==> src/hw/rtl/efd_pkg.sv <==
`default_nettype none

package efd_pkg;

    // Framing constants
    localparam logic [7:0] SYNC_BYTE   = 8'hFF;
    localparam int         VALUE_BYTES = 4;
    localparam int         IDX_W       = $clog2(VALUE_BYTES);
    localparam logic [IDX_W-1:0] LAST_VALUE_IDX = IDX_W'(VALUE_BYTES - 1);
    localparam int         SUM_W       = 10;
    localparam logic [31:0] COUNT_MAX  = 32'hFFFF_FFFF;

    // Receive phase: hunting for sync, value bytes, checksum high, checksum low
    typedef enum logic [1:0] {
        PH_HUNT,
        PH_VALUE,
        PH_CHECK_HI,
        PH_CHECK_LO
    } efd_phase_t;

    // One frame result
    typedef struct packed {
        logic               frame_ok;
        logic signed [31:0] position_value;
        logic [31:0]        mismatch_count;
    } efd_result_t;

endpackage

`default_nettype wire

==> src/hw/rtl/efd_byte_if.sv <==
`default_nettype none

interface efd_byte_if;
    logic       valid;
    logic       ready;
    logic [7:0] rx_byte;

    modport source (output valid, output rx_byte, input ready);
    modport sink   (input valid, input rx_byte, output ready);
endinterface

`default_nettype wire

==> src/hw/rtl/efd_result_if.sv <==
`default_nettype none

interface efd_result_if;
    logic               valid;
    logic               ready;
    logic               frame_ok;
    logic signed [31:0] position_value;
    logic [31:0]        mismatch_count;

    modport source (output valid, output frame_ok, output position_value,
                    output mismatch_count, input ready);
    modport sink   (input valid, input frame_ok, input position_value,
                    input mismatch_count, output ready);
endinterface

`default_nettype wire

==> src/hw/rtl/efd_core.sv <==
`default_nettype none

module efd_core
    import efd_pkg::*;
(
    input  wire logic        clk,
    input  wire logic        rst_n,
    input  wire logic        byte_en,
    input  wire logic [7:0]  rx_byte,
    output logic             done,
    output efd_result_t      result
);

    efd_phase_t             phase_reg, phase_next;
    logic                   sync_seen_reg, sync_seen_next;
    logic [IDX_W-1:0]       index_reg, index_next;
    logic [31:0]            value_reg, value_next;
    logic [SUM_W-1:0]       sum_reg, sum_next;
    logic [7:0]             check_high_reg, check_high_next;
    logic [31:0]            good_value_reg, good_value_next;
    logic [31:0]            error_total_reg, error_total_next;

    logic                   is_sync;
    logic                   take_value;
    logic                   take_check_hi;
    logic                   finish;
    logic                   match;

    assign is_sync = (rx_byte == SYNC_BYTE);

    // Phase transitions
    always_comb
    begin
        phase_next = phase_reg;
        if (byte_en)
        begin
            unique case (phase_reg)
                PH_HUNT:
                begin
                    if (is_sync && sync_seen_reg)
                        phase_next = PH_VALUE;
                end
                PH_VALUE:
                begin
                    if (index_reg == LAST_VALUE_IDX)
                        phase_next = PH_CHECK_HI;
                end
                PH_CHECK_HI: phase_next = PH_CHECK_LO;
                PH_CHECK_LO: phase_next = PH_HUNT;
                default:     phase_next = PH_HUNT;
            endcase
        end
    end

    // Per-phase strobes
    always_comb
    begin
        take_value    = 1'b0;
        take_check_hi = 1'b0;
        finish        = 1'b0;
        unique case (phase_reg)
            PH_HUNT:     ;
            PH_VALUE:    take_value    = byte_en;
            PH_CHECK_HI: take_check_hi = byte_en;
            PH_CHECK_LO: finish        = byte_en;
            default:     ;
        endcase
    end

    // Sync run: only counted while hunting, cleared at the end of a frame
    always_comb
    begin
        sync_seen_next = sync_seen_reg;
        if (byte_en && (phase_reg == PH_HUNT))
            sync_seen_next = is_sync && !sync_seen_reg;
        else if (finish)
            sync_seen_next = 1'b0;
    end

    // Value assembly and running sum; first value byte restarts the sum
    always_comb
    begin
        index_next      = index_reg;
        value_next      = value_reg;
        sum_next        = sum_reg;
        check_high_next = check_high_reg;
        if (take_value)
        begin
            index_next = index_reg + IDX_W'(1);
            value_next = {value_reg[23:0], rx_byte};
            if (index_reg == '0)
                sum_next = {{(SUM_W-8){1'b0}}, rx_byte};
            else
                sum_next = sum_reg + {{(SUM_W-8){1'b0}}, rx_byte};
        end
        if (take_check_hi)
            check_high_next = rx_byte;
    end

    // Checksum compare and frame update
    assign match = ({check_high_reg, rx_byte} == {{(16-SUM_W){1'b0}}, sum_reg});

    always_comb
    begin
        good_value_next  = good_value_reg;
        error_total_next = error_total_reg;
        if (finish)
        begin
            if (match)
                good_value_next = value_reg;
            else if (error_total_reg != COUNT_MAX)
                error_total_next = error_total_reg + 32'd1;
        end
    end

    assign done                  = finish;
    assign result.frame_ok       = match;
    assign result.position_value = good_value_next;
    assign result.mismatch_count = error_total_next;

    always_ff @(posedge clk or negedge rst_n)
    begin
        if (!rst_n)
        begin
            phase_reg       <= PH_HUNT;
            sync_seen_reg   <= 1'b0;
            index_reg       <= '0;
            value_reg       <= '0;
            sum_reg         <= '0;
            check_high_reg  <= '0;
            good_value_reg  <= '0;
            error_total_reg <= '0;
        end
        else
        begin
            phase_reg       <= phase_next;
            sync_seen_reg   <= sync_seen_next;
            index_reg       <= index_next;
            value_reg       <= value_next;
            sum_reg         <= sum_next;
            check_high_reg  <= check_high_next;
            good_value_reg  <= good_value_next;
            error_total_reg <= error_total_next;
        end
    end

endmodule

`default_nettype wire

==> src/hw/rtl/encoder_frame_deframer.sv <==
`default_nettype none

// Channel | Dir | Payload                                      | Transfer
// rx      | in  | rx_byte[7:0]                                 | valid && ready
// res     | out | frame_ok, position_value[31:0] (signed),     | valid && ready
//         |     | mismatch_count[31:0]                         |
//
// One byte is taken per cycle; the frame result appears in the output
// register the cycle after the last checksum byte is taken.
// rx.ready drops only while a result waits in the output register and
// res.ready is low; a result taken in the same cycle frees the slot.
// Reset (rst_n low, asynchronous) returns to sync hunting, clears the good
// value and the mismatch count, and empties the output register.

module encoder_frame_deframer
    import efd_pkg::*;
(
    input  wire logic     clk,
    input  wire logic     rst_n,
    efd_byte_if.sink      rx,
    efd_result_if.source  res
);

    logic        out_valid_reg;
    efd_result_t result_reg;
    logic        accept;
    logic        done;
    efd_result_t result;

    assign rx.ready = !out_valid_reg || res.ready;
    assign accept   = rx.valid && rx.ready;

    efd_core u_core (
        .clk     (clk),
        .rst_n   (rst_n),
        .byte_en (accept),
        .rx_byte (rx.rx_byte),
        .done    (done),
        .result  (result)
    );

    // Output register valid
    always_ff @(posedge clk or negedge rst_n)
    begin
        if (!rst_n)
            out_valid_reg <= 1'b0;
        else if (done)
            out_valid_reg <= 1'b1;
        else if (res.ready)
            out_valid_reg <= 1'b0;
    end

    // Output payload
    always_ff @(posedge clk)
    begin
        if (done)
            result_reg <= result;
    end

    assign res.valid          = out_valid_reg;
    assign res.frame_ok       = result_reg.frame_ok;
    assign res.position_value = result_reg.position_value;
    assign res.mismatch_count = result_reg.mismatch_count;

endmodule

`default_nettype wire

==> src/flat_wrapper.sv <==
// flat-port wrapper written by rule: the top's interface ports become plain ports
module encoder_frame_deframer_flat import efd_pkg::*;
  (clk, rst_n, rx_valid, rx_rx_byte, rx_ready, res_valid, res_frame_ok, res_position_value, res_mismatch_count, res_ready);
  efd_byte_if rx_i ();
  efd_result_if res_i ();
  input  wire logic clk;
  input  wire logic rst_n;
  input wire logic [$bits(rx_i.valid)-1:0] rx_valid;
  input wire logic [$bits(rx_i.rx_byte)-1:0] rx_rx_byte;
  output wire logic [$bits(rx_i.ready)-1:0] rx_ready;
  output wire logic [$bits(res_i.valid)-1:0] res_valid;
  output wire logic [$bits(res_i.frame_ok)-1:0] res_frame_ok;
  output wire logic [$bits(res_i.position_value)-1:0] res_position_value;
  output wire logic [$bits(res_i.mismatch_count)-1:0] res_mismatch_count;
  input wire logic [$bits(res_i.ready)-1:0] res_ready;
  assign rx_i.valid = rx_valid;
  assign rx_i.rx_byte = rx_rx_byte;
  assign rx_ready = rx_i.ready;
  assign res_valid = res_i.valid;
  assign res_frame_ok = res_i.frame_ok;
  assign res_position_value = res_i.position_value;
  assign res_mismatch_count = res_i.mismatch_count;
  assign res_i.ready = res_ready;
  encoder_frame_deframer u_core (.clk(clk), .rst_n(rst_n), .rx(rx_i), .res(res_i));
endmodule
==> config.mk <==
export PLATFORM = sky130hd
export DESIGN_NAME = encoder_frame_deframer_flat
export DESIGN_NICKNAME = d
export VERILOG_FILES = /design/src/hw/rtl/efd_pkg.sv /design/src/hw/rtl/efd_byte_if.sv /design/src/hw/rtl/efd_result_if.sv /design/src/hw/rtl/efd_core.sv /design/src/hw/rtl/encoder_frame_deframer.sv /design/src/flat_wrapper.sv
export SDC_FILE = /design/constraint.sdc
export NUM_CORES = 1
export LEC_CHECK = 0
export BUFFER_PORTS_ARGS = -buffer_cell sky130_fd_sc_hd__clkbuf_2
export CORE_UTILIZATION = 42
export DETAILED_ROUTE_END_ITERATION = 8
export GPL_TIMING_DRIVEN = 0
export PLACE_DENSITY = 0.62
export SYNTH_ARGS = -nofsm -noshare
export SYNTH_HDL_FRONTEND = slang
export SYNTH_SLANG_ARGS = --single-unit
==> constraint.sdc <==
create_clock -name clk -period 3.9 [get_ports clk]
set_input_delay 0 -clock clk [delete_from_list [all_inputs] [get_ports clk]]
set_output_delay 0 -clock clk [all_outputs]
set_load 0.03 [all_outputs]
==> metrics.yaml <==
logic_synthesis:
  yosysTopAreaCell: "dfrtp_1"
  synth_seq_area_share: 0.630
  synth_fp_nets: 607
  synth_warnings: 0
  netlist_area_um2: 7870
  async_flop_share: 0.649
  synth_area_leaders: "dfrtp_1 38%, edfxtp_1 25%, nand2_1 5.8%, mux2_4 5.7%, xor2_1 3.7%"
  synth-compound-area-share: 0.0442
  post_synth.cell_area_avg_um2: 13.6
  ys_types: 60
  synth-main-ff-cell: "dfrtp_1"
  synth_mux_area_frac: 0.0782
  synth-edff-count: 65
  synth_fa_ha_area_frac: 0.0264
  synthSimpleGateAreaFrac: 0.153
  synth_xor_area_frac: 0.0412
  synth_top_area_frac: 0.382
  synth_top_family_by_area: "simple AND/OR/NAND/NOR gates"
  postSynthCellCount: 579
  synth-seq-cells: 185
power_and_ir_drop:
  p_seq_frac: 0.462
  p_total_w: 0.00578
  ir_drop_mv: 0.325
  p_int_w: 0.00384
  switchingPower_w: 0.00193
  leakage_nw: 4.25
  p_per_area_nw_per_um2: 622
  comb_power_share: 0.252
  clock_power_share: 0.286
  p_sw_frac: 0.334
sta:
  hold_violations: 0
  rsz0062_at_grt: "no"
  timing.final.crit_share: 0.666
  fmax_ghz: 0.385
  timing.final.crit_period_ps: 2600
  fin_setup_tns_ps: 0
  worstMarginPinSlew_ps: 626
  slew_violations: 0
  setup_viol: 0
  finClkSkew_ps: 12.9
  maxSlewHeadroom: 0.583
  hold_ws_ps: 29.1
setup_path:
  required_ps: 4070
  path_class: "reg2reg"
  path_max_fanout: 10
  start_kind: "flip-flop"
  reg2reg_slack_ps: 1300
  end_kind: "flip-flop"
  r2r_start: "u_core.u_core.sum_reg[6]"
  worstPathArrival_ps: 2770
  rr_endpoint: "u_core.res.position_value[7]"
  rr_worst_depth: 8
die:
  die_area_um2: 19300
  core_area_um2: 18100
  die_h_um: 139
  pin_count: 79
  row_count: 49
  die_w_um: 139
  initial_utilization: 0.434
global_routing:
  grt_max_degree: 86
  grt.total_usage: 0.167
  antenna_found_initial: 0
  grt_pass1_vias: 4880
  grt-ovfl-total: 0
  grt_pass1_wl_mm: 25.2
detailed_routing:
  drc: 0
  via_count: 4812
  finalWirelength_mm: 14.9
  firstDrtPassIters: 6
  viasPerCell: 5.17
  drt-wirelength-per-cell_um: 16.1
  initialDrtViolationCount: 273
  ant_nets: 0
cts:
  clkTransAtPathRegs_ps: 70
  numCtsBuffers: 17
  cts-root-buf: "clkbuf_16"
  cts_sinks: 185
  cts_setup_buffers: 0
  cts_tree: "built"
  worstSkewPairLatency_ps: 430
  htreeDepth: 4
  clock_path_buffers: 2
final_layout:
  drive_gt1_frac: 0.282
  final_cell_count_no_fill: 931
  nets: 717
  final_cell_mix: "121 x nand2_1, 120 x dfrtp_1, 77 x clkbuf_2"
  antenna_cells: 0
  fin_util: 0.512
  final_common_cell: "nand2_1"
  fill_cells: 1600
  synthToLayoutAreaGrowth_pct: 18.0
hold_path:
  hp-class: "in2async"
place:
  port_buffers: 78
  gp_congestion: 0.819
  placedCellCount: 887
  dpl.hpwl_mm: 10.4
outcome:
  status: "finished clean"
run:
  max_cap_violations: 0
power by group through the flow:
stage	clock network [W]	logic [W]	registers, W
detailed placement	0	0.00144	0.00272
floorplan	0	0.000914	0.00282
CTS	0.00169	0.00146	0.00268
finish	0.00165	0.00145	0.00267
global route	0.00177	0.00163	0.00272
global placement	0	0.00138	0.00269
how the worst max path moves through the flow:
stage / endpoint / slack (ps) / from
6_report: u_core.res.position_value[7] / 1300 / u_core.u_core.sum_reg[6]
5_1_grt: u_core.res.mismatch_count[16] / 1090 / u_core.u_core.phase_reg[1]
4_1_cts: u_core.res.mismatch_count[18] / 490 / u_core.u_core.phase_reg[1]
3_5_place_dp: u_core.res.mismatch_count[18] / 500 / u_core.u_core.phase_reg[1]
3_3_place_gp: u_core.res.mismatch_count[18] / 760 / u_core.u_core.phase_reg[1]
2_1_floorplan: u_core.res.position_value[10] / 1100 / u_core.res.valid
logic make-up after synthesis:
family | count (synthesis)
compound gates | 51
flops | 185
fa+ha+maj | 16
buf+inv | 29
mux | 45
xor+xnor | 37
simple gates | 216
critical path, stage by stage (launching register included):
cell,delay (ps)
dfrtp_1,390
ha_1,400
nor4_4,360
nand4_4,210
nor2_4,220
and2_4,180
buf_12,120
buf_12,140
mux2_4,330
cell type report:
| type | instances | area (um^2) | share of cell area |
|---|---|---|---|
| timing repair buffer | 91 | 557 | 0.0600 |
| sequential | 185 | 4950 | 0.534 |
| tap | 229 | 287 | 0.0309 |
| multi-input combinational | 365 | 2700 | 0.290 |
| clock buffer | 18 | 429 | 0.0462 |
| inverter | 7 | 26.3 | 0.00283 |
| buffer | 22 | 193 | 0.0207 |
| clock inverter | 14 | 143 | 0.0154 |
cell usage after synthesis (all sizes together) (3+ instances only):
master  number
clkbuf       8
xor2        33
dfrtp      120
nor4        19
edfxtp      65
a21oi       12
o21ai       16
buf         14
and2         3
a21o         5
xnor2        4
nand2      121
ha          15
a211oi       4
mux2        42
nor3        14
and4         4
o21a         3
and3         4
nor4b        5
nand3       12
nor2        11
mux2i        3
inv          7
nand4       13
routing by layer:
layer,global-route usage,up-vias,part of all wire
li1,-,2283,-
met1,0.224,2399,0.46
met2,0.266,116,0.49
met3,0.0335,14,0.037
met4,0.0713,0,0.014
met5,0,-,0
repair_timing:
action | in CTS | in global routing
hold buffers | 11 | 0
gates resized for setup | 0 | 0
hold endpoints to repair | 143 | 0
stage by stage:
step	cell area [um^2]	worst slack (ps)
2_1_floorplan	7870	1100
3_3_place_gp	8550	756
3_5_place_dp	8580	504
4_1_cts	9270	485
5_1_grt	9290	1090
6_report	9290	1300
Power figures use the tool's default switching activity.
